`src/design/lds_pkg.sv`:
```
// lds_pkg: shared constants and the sequencer state type for the
// linear diophantine solver; no dependencies
`timescale 1ns / 1ps
`default_nettype none

package lds_pkg;

    // default operand width of the coefficient and right-hand-side words
    localparam int OPERAND_WIDTH_DEF = 21;
    // fixed width of the solution words
    localparam int RESULT_WIDTH = 41;

    typedef enum logic [3:0] {
        ST_IDLE,
        ST_CHECK,
        ST_DIV,
        ST_MS,
        ST_MT,
        ST_FIN,
        ST_KDIV,
        ST_MX,
        ST_MY,
        ST_DONE
    } state_t;

endpackage

`default_nettype wire

```
`src/design/lds_div.sv`:
```
// lds_div: iterative signed divider, one quotient bit per cycle,
// truncating quotient and remainder; uses lds_pkg for the default width
`timescale 1ns / 1ps
`default_nettype none

module lds_div #(
    parameter int W = lds_pkg::OPERAND_WIDTH_DEF
) (
    input  wire logic                clk,
    input  wire logic                rst_n,
    input  wire logic                start,
    input  wire logic signed [W:0]   dividend,
    input  wire logic signed [W:0]   divisor,
    output logic                     done,
    output logic signed [W:0]        quot,
    output logic signed [W:0]        rem
);

    localparam int CNT_W = $clog2(W + 1);

    logic             busy_reg, busy_next;
    logic             done_reg, done_next;
    logic [CNT_W-1:0] cnt_reg, cnt_next;
    logic [W-1:0]     num_reg, num_next;
    logic [W-1:0]     den_reg, den_next;
    logic [W-1:0]     rem_reg, rem_next;
    logic             neg_q_reg, neg_q_next;
    logic             neg_r_reg, neg_r_next;

    logic [W:0]       mag_n;
    logic [W:0]       mag_d;
    logic [W+1:0]     trial;

    always_comb
    begin
        mag_n = dividend[W] ? (W + 1)'(-dividend) : dividend;
        mag_d = divisor[W] ? (W + 1)'(-divisor) : divisor;
        trial = {1'b0, rem_reg, num_reg[W-1]} - {2'b00, den_reg};

        busy_next  = busy_reg;
        done_next  = 1'b0;
        cnt_next   = cnt_reg;
        num_next   = num_reg;
        den_next   = den_reg;
        rem_next   = rem_reg;
        neg_q_next = neg_q_reg;
        neg_r_next = neg_r_reg;

        if (start)
        begin
            busy_next  = 1'b1;
            cnt_next   = CNT_W'(W);
            num_next   = mag_n[W-1:0];
            den_next   = mag_d[W-1:0];
            rem_next   = '0;
            neg_q_next = dividend[W] ^ divisor[W];
            neg_r_next = dividend[W];
        end
        else if (busy_reg)
        begin
            // restoring step: keep the difference unless it borrowed
            if (trial[W+1])
            begin
                rem_next = {rem_reg[W-2:0], num_reg[W-1]};
                num_next = {num_reg[W-2:0], 1'b0};
            end
            else
            begin
                rem_next = trial[W-1:0];
                num_next = {num_reg[W-2:0], 1'b1};
            end
            cnt_next = cnt_reg - CNT_W'(1);
            if (cnt_reg == CNT_W'(1))
            begin
                busy_next = 1'b0;
                done_next = 1'b1;
            end
        end
    end

    always_ff @(posedge clk or negedge rst_n)
    begin
        if (!rst_n)
        begin
            busy_reg <= 1'b0;
            done_reg <= 1'b0;
            cnt_reg  <= '0;
        end
        else
        begin
            busy_reg <= busy_next;
            done_reg <= done_next;
            cnt_reg  <= cnt_next;
        end
    end

    always_ff @(posedge clk)
    begin
        num_reg   <= num_next;
        den_reg   <= den_next;
        rem_reg   <= rem_next;
        neg_q_reg <= neg_q_next;
        neg_r_reg <= neg_r_next;
    end

    // sign fix-up: quotient takes the xor of signs, remainder the dividend sign
    assign done = done_reg;
    assign quot = neg_q_reg ? (W + 1)'(-{1'b0, num_reg}) : {1'b0, num_reg};
    assign rem  = neg_r_reg ? (W + 1)'(-{1'b0, rem_reg}) : {1'b0, rem_reg};

endmodule

`default_nettype wire

```
`src/design/lds_mul.sv`:
```
// lds_mul: shared signed multiplier with a registered product;
// uses lds_pkg for the default widths
`timescale 1ns / 1ps
`default_nettype none

module lds_mul #(
    parameter int A_W = lds_pkg::OPERAND_WIDTH_DEF + 2,
    parameter int B_W = lds_pkg::OPERAND_WIDTH_DEF + 1
) (
    input  wire logic                    clk,
    input  wire logic                    en,
    input  wire logic signed [A_W-1:0]   a,
    input  wire logic signed [B_W-1:0]   b,
    output logic signed [A_W+B_W-1:0]    prod
);

    logic signed [A_W+B_W-1:0] prod_reg;

    always_ff @(posedge clk)
    begin
        if (en)
        begin
            prod_reg <= a * b;
        end
    end

    assign prod = prod_reg;

endmodule

`default_nettype wire

```
`src/design/linear_diophantine_solver_top.sv`:
```
// linear_diophantine_solver_top: sequencer and coefficient registers of the
// extended euclidean solver; uses lds_pkg, lds_div and lds_mul
// each euclid round runs the check state, a divide in lds_div and the multiply-update
//   states ST_MS and ST_MT
// throughput: one word at a time, in_stall is high from acceptance until the result
//   is handed to the output register, which may still hold the previous result
// reset: rst_n clears the sequencer, divider control and output valid; data registers
//   are not reset
`timescale 1ns / 1ps
`default_nettype none

module linear_diophantine_solver_top #(
    parameter int OPERAND_WIDTH = lds_pkg::OPERAND_WIDTH_DEF
) (
    input  wire logic                                     clk,
    input  wire logic                                     rst_n,
    // input channel
    input  wire logic                                     in_valid,
    output logic                                          in_stall,
    input  wire logic signed [OPERAND_WIDTH-1:0]          coef_a,
    input  wire logic signed [OPERAND_WIDTH-1:0]          coef_b,
    input  wire logic signed [OPERAND_WIDTH-1:0]          rhs_c,
    // output channel
    output logic                                          out_valid,
    input  wire logic                                     out_stall,
    output logic                                          solvable,
    output logic signed [lds_pkg::RESULT_WIDTH-1:0]       sol_x,
    output logic signed [lds_pkg::RESULT_WIDTH-1:0]       sol_y
);

    // remainders and quotients need one bit more than the operands
    // (a most negative value divided by minus one), bezout coefficients two
    localparam int RW  = OPERAND_WIDTH + 1;
    localparam int QW  = OPERAND_WIDTH + 1;
    localparam int CW  = OPERAND_WIDTH + 2;
    localparam int PW  = CW + QW;
    localparam int RES = lds_pkg::RESULT_WIDTH;
    localparam int EW  = (PW > RES) ? PW : RES;

    lds_pkg::state_t state_reg, state_next;

    // euclid working set
    logic signed [RW-1:0] r0_reg, r0_next;
    logic signed [RW-1:0] r1_reg, r1_next;
    logic signed [CW-1:0] s0_reg, s0_next;
    logic signed [CW-1:0] s1_reg, s1_next;
    logic signed [CW-1:0] t0_reg, t0_next;
    logic signed [CW-1:0] t1_reg, t1_next;
    logic signed [RW-1:0] c_reg, c_next;
    logic signed [QW-1:0] q_reg, q_next;
    logic signed [RW-1:0] nr_reg, nr_next;
    logic signed [QW-1:0] k_reg, k_next;

    // finished result, waiting for the output register
    logic                 res_sol_reg, res_sol_next;
    logic [RES-1:0]       res_x_reg, res_x_next;
    logic [RES-1:0]       res_y_reg, res_y_next;

    // output register
    logic                 out_valid_reg, out_valid_next;
    logic                 solvable_reg, solvable_next;
    logic [RES-1:0]       sol_x_reg, sol_x_next;
    logic [RES-1:0]       sol_y_reg, sol_y_next;

    // shared unit hookup
    logic                 div_start;
    logic signed [RW-1:0] div_dividend;
    logic signed [RW-1:0] div_divisor;
    logic                 div_done;
    logic signed [RW-1:0] div_quot;
    logic signed [RW-1:0] div_rem;

    logic                 mul_en;
    logic signed [CW-1:0] mul_a;
    logic signed [QW-1:0] mul_b;
    logic signed [PW-1:0] mul_prod;
    logic signed [EW-1:0] mul_ext;

    lds_div #(
        .W (OPERAND_WIDTH)
    ) u_div (
        .clk      (clk),
        .rst_n    (rst_n),
        .start    (div_start),
        .dividend (div_dividend),
        .divisor  (div_divisor),
        .done     (div_done),
        .quot     (div_quot),
        .rem      (div_rem)
    );

    lds_mul #(
        .A_W (CW),
        .B_W (QW)
    ) u_mul (
        .clk  (clk),
        .en   (mul_en),
        .a    (mul_a),
        .b    (mul_b),
        .prod (mul_prod)
    );

    // product sign-extended (or kept) before wrapping to the result width
    assign mul_ext = EW'(mul_prod);

    always_comb
    begin
        state_next     = state_reg;
        r0_next        = r0_reg;
        r1_next        = r1_reg;
        s0_next        = s0_reg;
        s1_next        = s1_reg;
        t0_next        = t0_reg;
        t1_next        = t1_reg;
        c_next         = c_reg;
        q_next         = q_reg;
        nr_next        = nr_reg;
        k_next         = k_reg;
        res_sol_next   = res_sol_reg;
        res_x_next     = res_x_reg;
        res_y_next     = res_y_reg;
        solvable_next  = solvable_reg;
        sol_x_next     = sol_x_reg;
        sol_y_next     = sol_y_reg;

        // output word leaves when the far side takes it
        out_valid_next = out_valid_reg && out_stall;

        div_start      = 1'b0;
        div_dividend   = r0_reg;
        div_divisor    = r1_reg;
        mul_en         = 1'b0;
        mul_a          = s1_reg;
        mul_b          = q_reg;

        case (state_reg)
            lds_pkg::ST_IDLE:
            begin
                if (in_valid)
                begin
                    r0_next    = RW'(coef_a);
                    r1_next    = RW'(coef_b);
                    c_next     = RW'(rhs_c);
                    s0_next    = CW'(1);
                    s1_next    = '0;
                    t0_next    = '0;
                    t1_next    = CW'(1);
                    state_next = lds_pkg::ST_CHECK;
                end
            end

            lds_pkg::ST_CHECK:
            begin
                // loop ends once the remainder reaches zero
                if (r1_reg == '0)
                begin
                    state_next = lds_pkg::ST_FIN;
                end
                else
                begin
                    div_start  = 1'b1;
                    state_next = lds_pkg::ST_DIV;
                end
            end

            lds_pkg::ST_DIV:
            begin
                if (div_done)
                begin
                    q_next     = div_quot;
                    nr_next    = div_rem;
                    // s1 * q goes into the multiplier straight away
                    mul_en     = 1'b1;
                    mul_a      = s1_reg;
                    mul_b      = div_quot;
                    state_next = lds_pkg::ST_MS;
                end
            end

            lds_pkg::ST_MS:
            begin
                s0_next    = s1_reg;
                s1_next    = s0_reg - mul_prod[CW-1:0];
                mul_en     = 1'b1;
                mul_a      = t1_reg;
                mul_b      = q_reg;
                state_next = lds_pkg::ST_MT;
            end

            lds_pkg::ST_MT:
            begin
                t0_next    = t1_reg;
                t1_next    = t0_reg - mul_prod[CW-1:0];
                r0_next    = r1_reg;
                r1_next    = nr_reg;
                state_next = lds_pkg::ST_CHECK;
            end

            lds_pkg::ST_FIN:
            begin
                // both coefficients zero leave a zero gcd: no solution
                if (r0_reg == '0)
                begin
                    res_sol_next = 1'b0;
                    res_x_next   = '0;
                    res_y_next   = '0;
                    state_next   = lds_pkg::ST_DONE;
                end
                else
                begin
                    div_start    = 1'b1;
                    div_dividend = c_reg;
                    div_divisor  = r0_reg;
                    state_next   = lds_pkg::ST_KDIV;
                end
            end

            lds_pkg::ST_KDIV:
            begin
                if (div_done)
                begin
                    if (div_rem != '0)
                    begin
                        res_sol_next = 1'b0;
                        res_x_next   = '0;
                        res_y_next   = '0;
                        state_next   = lds_pkg::ST_DONE;
                    end
                    else
                    begin
                        k_next     = div_quot;
                        mul_en     = 1'b1;
                        mul_a      = s0_reg;
                        mul_b      = div_quot;
                        state_next = lds_pkg::ST_MX;
                    end
                end
            end

            lds_pkg::ST_MX:
            begin
                res_x_next = mul_ext[RES-1:0];
                mul_en     = 1'b1;
                mul_a      = t0_reg;
                mul_b      = k_reg;
                state_next = lds_pkg::ST_MY;
            end

            lds_pkg::ST_MY:
            begin
                res_y_next   = mul_ext[RES-1:0];
                res_sol_next = 1'b1;
                state_next   = lds_pkg::ST_DONE;
            end

            lds_pkg::ST_DONE:
            begin
                // hand over once the output register is free or draining
                if (!out_valid_reg || !out_stall)
                begin
                    out_valid_next = 1'b1;
                    solvable_next  = res_sol_reg;
                    sol_x_next     = res_x_reg;
                    sol_y_next     = res_y_reg;
                    state_next     = lds_pkg::ST_IDLE;
                end
            end

            default:
            begin
                state_next = lds_pkg::ST_IDLE;
            end
        endcase
    end

    always_ff @(posedge clk or negedge rst_n)
    begin
        if (!rst_n)
        begin
            state_reg     <= lds_pkg::ST_IDLE;
            out_valid_reg <= 1'b0;
        end
        else
        begin
            state_reg     <= state_next;
            out_valid_reg <= out_valid_next;
        end
    end

    always_ff @(posedge clk)
    begin
        r0_reg      <= r0_next;
        r1_reg      <= r1_next;
        s0_reg      <= s0_next;
        s1_reg      <= s1_next;
        t0_reg      <= t0_next;
        t1_reg      <= t1_next;
        c_reg       <= c_next;
        q_reg       <= q_next;
        nr_reg      <= nr_next;
        k_reg       <= k_next;
        res_sol_reg <= res_sol_next;
        res_x_reg   <= res_x_next;
        res_y_reg   <= res_y_next;
        solvable_reg <= solvable_next;
        sol_x_reg   <= sol_x_next;
        sol_y_reg   <= sol_y_next;
    end

    // input side is open only between words
    assign in_stall  = (state_reg != lds_pkg::ST_IDLE);
    assign out_valid = out_valid_reg;
    assign solvable  = solvable_reg;
    assign sol_x     = sol_x_reg;
    assign sol_y     = sol_y_reg;

    // an accepted word closes the input side on the next cycle
    assert property (@(posedge clk) disable iff (!rst_n)
        (in_valid && !in_stall) |=> in_stall)
        else $error("input side still open after a word was taken");

    // divider only finishes while the sequencer waits for it
    assert property (@(posedge clk) disable iff (!rst_n)
        div_done |-> (state_reg == lds_pkg::ST_DIV || state_reg == lds_pkg::ST_KDIV))
        else $error("divider finished outside a divide wait state");

    // an unsolvable result carries zero solutions
    assert property (@(posedge clk) disable iff (!rst_n)
        (out_valid && !solvable) |-> (sol_x == '0 && sol_y == '0))
        else $error("unsolvable result with nonzero solution");

endmodule

`default_nettype wire
```
`config.mk`:
```
export PLATFORM = sky130hd
export DESIGN_NAME = linear_diophantine_solver_top
export DESIGN_NICKNAME = d
export VERILOG_FILES = /design/src/design/lds_pkg.sv /design/src/design/lds_div.sv /design/src/design/lds_mul.sv /design/src/design/linear_diophantine_solver_top.sv
export SDC_FILE = /design/constraint.sdc
export NUM_CORES = 2
export LEC_CHECK = 0
export BUFFER_PORTS_ARGS = -buffer_cell sky130_fd_sc_hd__buf_4
export CAP_MARGIN = 15
export CORE_UTILIZATION = 64
export DETAILED_ROUTE_END_ITERATION = 10
export HOLD_SLACK_MARGIN = 0.02
export PLACE_DENSITY = 0.82
export SLEW_MARGIN = 10
export SYNTH_ARGS = -nofsm -noshare
export SYNTH_HDL_FRONTEND = slang
export SYNTH_HIERARCHICAL = 1
export SYNTH_SLANG_ARGS = --single-unit
```
`constraint.sdc`:
```
create_clock -name clk -period 11.3 [get_ports clk]
set_clock_uncertainty 0.2 [all_clocks]
set_input_delay 1.695 -clock clk [delete_from_list [all_inputs] [get_ports clk]]
set_output_delay 1.695 -clock clk [all_outputs]
set_load 0.005 [all_outputs]
```
Yosys cells after proc, flatten, opt, wreduce, memory -nomap -nowiden
Index checks and enable logic that the tools add are counted.
{"block": "totals", "register_bits": 507, "input_bits": 67}
{"block": "classes", "n_mux": 63, "n_reduce_logical": 24, "n_mul": 1, "addsub": 8, "bitwise": 2, "eq_ne": 16}
{"operator": "$pmux W41 S3", "count": 2}
{"operator": "$mux W22", "count": 11}
{"operator": "$pmux W23 S2", "count": 4}
{"operator": "$mux W41", "count": 3}
{"operator": "$mux W21", "count": 5}
{"operator": "$mux W23", "count": 4}
{"operator": "$pmux W22 S2", "count": 2}
{"operator": "$pmux W23 S3", "count": 1}
{"operator": "$pmux W22 S3", "count": 1}
{"operator": "$sub A23 B23 Y23", "count": 2}
{"operator": "$logic_not A22 Y1", "count": 2}
{"operator": "$neg A21 Y22", "count": 2}
{"operator": "$neg A21 Y21", "count": 2}
{"operator": "$mul A23 B22 Y41", "count": 1}
{"operator": "$pmux W4 S10", "count": 1}
{"operator": "$mux W4", "count": 6}
{"operator": "$sub A22 B21 Y23", "count": 1}
{"operator": "$reduce_bool A22 Y1", "count": 1}
{"operator": "$mux W1", "count": 17}
{"operator": "$eq A4 B3 Y1 const B", "count": 4}
{"operator": "$reduce_and A4 Y1", "count": 3}
{"operator": "$mux W5", "count": 2}
{"operator": "$reduce_and A2 Y1", "count": 5}
{"operator": "$eq A4 B2 Y1 const B", "count": 2}
{"operator": "other kinds (20)", "count": 30}

Logic depth before layout (Yosys ltp)
{"block": "logic_depth", "word_depth": 7, "ltp_mapped": 39, "ltp_nobuf": 36}

Hierarchy
Netlist, hierarchy kept.
{"mod": "lds_mul", "instances": 1, "area_each_um2": 19932.9, "cells_each": 2089, "seq_area_each_um2": 1351.3}
{"mod": "linear_diophantine_solver_top", "instances": 1, "area_each_um2": 18235.0, "cells_each": 1452, "seq_area_each_um2": 11806.3}
{"mod": "lds_div", "instances": 1, "area_each_um2": 5839.4, "cells_each": 681, "seq_area_each_um2": 1916.8}

Worst setup path before layout
No wires, ideal clock.
{"block": "synth_timing", "path_kind": "reg2reg", "start": "register u_div.rem_reg[6]", "end": "register u_mul/prod[44] (netlist name)", "path_buffers": 3, "arrival_time_ns": 9.734, "setup_slack_ns": 1.105, "required_time_ns": 10.840, "setup_time_ns": 0.260, "path_stages_with_launch": 35, "cell_sequence": "dfxtp_1 -> or4_4 -> nor4_1 -> nand3_1 -> o41ai_1 -> xnor2_1 -> nor4_1 -> nand2_1 -> or3_1 -> buf_2 -> nor2_8 -> buf_2 -> a221o_1 -> clkbuf_1 -> nand2_1 -> fa_1 -> inv_1 -> fa_1 -> fa_1 -> fa_1 -> fa_1 -> fa_1 -> inv_1 -> fa_1 -> inv_1 -> ha_1 -> a21o_1 -> o21a_1 -> a2111o_1 -> and3_1 -> a41o_2 -> o211a_4 -> o41ai_4 -> a31oi_1 -> xnor2_1"}
{"item": "start, declared", "line_no": "lds_div.sv:26", "text": "logic [W-1:0] rem_reg, rem_next;"}
{"item": "start signal, assigned", "line_no": "lds_div.sv:101", "text": "rem_reg <= rem_next;"}

Worst setup path in the final report
{"block": "layout_timing", "start": "register u_div.rem_reg[6]", "end": "register u_mul.prod_reg[40], in the netlist u_mul/prod[40], data pin"}
{"block": "layout_via", "elab_chain_len": 7}
{"item": "$neg A21 Y22", "line_no": "lds_div.sv:109", "text": "assign rem = neg_r_reg ? (W + 1)'(-{1'b0, rem_reg}) : {1'b0, rem_reg};"}
{"item": "$mux W22", "line_no": "lds_div.sv:109"}
{"item": "named net div_rem[19]", "line_no": "linear_diophantine_solver_top.sv:71", "text": "logic signed [RW-1:0] div_rem;"}
{"item": "$reduce_bool A22 Y1", "line_no": "linear_diophantine_solver_top.sv:222", "text": "if (div_rem != '0)"}
{"item": "$mux W23", "line_no": "linear_diophantine_solver_top.sv:222"}
{"item": "$mux W23", "line_no": "linear_diophantine_solver_top.sv:220", "text": "if (div_done)"}
{"item": "$pmux W23 S3", "line_no": "linear_diophantine_solver_top.sv:136", "text": "case (state_reg)"}
{"item": "named net mul_a[22]", "line_no": "linear_diophantine_solver_top.sv:74", "text": "logic signed [CW-1:0] mul_a;"}
{"item": "$mul A23 B22 Y41", "line_no": "lds_mul.sv:23", "text": "prod_reg <= a * b;"}
{"item": "end signal, assigned", "line_no": "lds_mul.sv:23"}
{"item": "end, declared", "line_no": "lds_mul.sv:17", "text": "logic signed [A_W+B_W-1:0] prod_reg;"}
The timed path passes the listed nets, and every way through them passes these cells.
A chain may end at the register's enable or synchronous reset.

==> impl_results.rst <==
.. list-table::
   :header-rows: 1

   * - Metric
     - Value
   * - Mean Syn Cell Area
     - 10.4 um2
   * - Antenna Violating Nets Remaining
     - 0
   * - Area grow syn2layout
     - 9.13%
   * - Worst hold endpoint
     - sol_x[30]
   * - Slack of the worst reg-to-reg path
     - 0.57 ns
   * - Capture instance of the worst register-to-register path
     - u_mul/prod[40]
   * - Syn_nets
     - 4876
   * - Final instance count without filler cells
     - 5099
   * - Worst slack on hold paths
     - 0.213 ns
   * - Data required time of the critical path
     - 11.46 ns
   * - Maximum clock rate
     - 0.0932 GHz
   * - Antenna diode count
     - 0
   * - CTS tree
     - built
   * - Clock Pin Slew Worst Setup and Hold Paths
     - 0.06 ns
   * - Mapped cell area
     - 42800 um2
   * - Max transition margin
     - 0.211
   * - DP Wirelength
     - 80.2 mm
   * - Final hold viol count
     - 0
   * - Category of the critical setup timing path
     - reg -> reg
   * - Width of the die
     - 261 um
   * - Clock Path Buffers
     - 3
   * - Final sum of negative setup slack
     - 0 ns
   * - Clock tree sinks
     - 507
   * - Hold_sp
     - res_x_reg[30]
   * - Final wirelength
     - 104 mm
   * - Crit-path most repeated cell
     - sky130_fd_sc_hd__fa_1
   * - I/O Buffers
     - 151
   * - Skew-Pair Late Insertion Delay
     - 0.62 ns
   * - Reg2Reg Depth
     - 34
   * - Cts bufs inserted
     - 53
   * - Unrepaired setup endpoints after global routing
     - false
   * - # nets final
     - 4961
   * - Worst Path Buf+Inv
     - 6
   * - Startpoint type of the worst setup path
     - flop
   * - Hold-critical path depth
     - 0
   * - Die Area
     - 68000 um2
   * - Post-CTS Hold Buffers
     - 0
   * - IO Pins
     - 152
   * - Final routed DRC violation total
     - 11
   * - Max-cap violations
     - 0
   * - Clock H-tree levels
     - 2
   * - Core region area
     - 66000 um2
   * - Placed cells
     - 5000
   * - Max-slew violations
     - 0
   * - Total congestion overflow
     - 0
   * - Family with the most delay on the worst path
     - adder cells
   * - Total number of placement rows
     - 94
   * - Min Tclk post-route
     - 10.73 ns
   * - Critical Path End Type
     - flop
   * - Number of global-route vias before repair
     - 31100
   * - Number of standard cells after synthesis
     - 4110
   * - Synthesis Warnings
     - 6
   * - Critical-path cell with the highest stage delay
     - sky130_fd_sc_hd__fa_1
   * - Worst reg2reg startpoint
     - u_div/rem_reg[6]
   * - Worst-Margin Slew
     - 1.18 ns
   * - 1st-pass router iterations
     - 9
   * - Share of the clock period used by the worst path
     - 0.949
   * - Total number of vias
     - 30400
   * - CP arrival
     - 10.89 ns
   * - GR Util All Layers
     - 0.313
   * - Endpoints failing setup
     - 0
   * - Ratio of cells with drive above 1 in the final layout
     - 0.0970
   * - Status
     - finished, violations left
   * - Global-route wire length before repair
     - 165 mm
   * - Library cell used as clock root buffer
     - sky130_fd_sc_hd__clkbuf_16
   * - Initial core utilization
     - 0.649
   * - Type of the worst min-delay path
     - reg -> reg
   * - Biggest fanout along the worst timing path
     - 23
   * - Peak per-stage delay on the critical path
     - 0.65 ns
   * - Vias per inst
     - 5.97
   * - Failing checks
     - design-rule violations
   * - Initial drt markers
     - 3016
   * - Number of antenna violations at the first check in global routing
     - 1
   * - Final weighted congestion in routability-driven placement
     - 0.953
   * - Pin count of the biggest net entering global routing
     - 85
   * - Detailed-route wire length per cell
     - 20.5 um
   * - Die height
     - 261 um
[placed cells by master, fill, tap and decap left out, drive strengths merged, types with 19 or more instances in the layout]
master / instances
and3: 39
o21a: 24
edfxtp: 474
nand2: 552
o221ai: 23
inv: 617
nor3: 60
nand4: 26
o21ai: 132
xnor2: 95
nor2: 169
fa: 498
nand3: 44
ha: 201
a21o: 38
dfxtp: 21
a22oi: 22
nor4: 24
nand2b: 19
xor2: 53
mux2i: 32
clkinv: 19
a21oi: 122
o31ai: 27
mux2: 40
and2: 296
a221o: 24
buf: 235
clkbuf: 65
[worst reg2reg max path, delay by kind of cell (launching register included)]
family	cells	cell delay, ns
adders and majority gates	8	4.05
and+or+nand+nor	9	2.47
AOI/OAI and AO/OA	9	2.18
buffers and inverters	6	0.91
DFF	1	0.39
xor gates and xnor gates	2	0.28
[through the flow]
stage                     utilization  instance area [um2]  setup WS [ns]
final                           0.709                46800          0.574
after global routing            0.709                46800         0.0459
after CTS                       0.708                46700          0.486
after detailed placement        0.682                45000          0.516
after global placement          0.681                45000          0.659
after floorplan                     -                42800           1.16
[metal layers]
layer  GRT usage  up-vias  share of wire  routed length [um]
li1            -    13800              -                   -
met1       0.408    15000           0.39               41100
met2       0.520     1429           0.48               50400
met3      0.0556      254          0.082                8540
met4       0.128        0          0.041                4290
met5           0        -              0                   0
[repair_timing]
item	in CTS	in global routing
gates resized for setup	0	6
setup buffers	0	3
endpoints found under the setup margin	0	8
[how the worst max path moves through the flow]
stage	depth (start not counted)	slack, ns	to	start
after floorplan	34	1.16	u_mul/prod[40]	u_div/rem_reg[6]
after global placement	34	0.66	u_mul/prod[40]	u_div/rem_reg[6]
after detailed placement	34	0.52	u_mul/prod[40]	u_div/rem_reg[6]
after CTS	34	0.49	u_mul/prod[40]	u_div/rem_reg[6]
after global routing	34	0.05	u_mul/prod[40]	u_div/rem_reg[6]
final	34	0.57	u_mul/prod[40]	u_div/rem_reg[6]
[final cells by class]
class / instances / area (um2)
inverters: 615 / 2310
multi-input cells: 2783 / 24900
clock inverters: 30 / 348
clock buffers: 65 / 1380
well taps: 864 / 1080
flip-flops and latches: 507 / 15000
repair buffers: 235 / 1760
fillers: 4647 / 19200
Power is left out: the tool's default activity adds up to more than one toggle a clock period on the data nets, which glitch-free logic cannot reach.
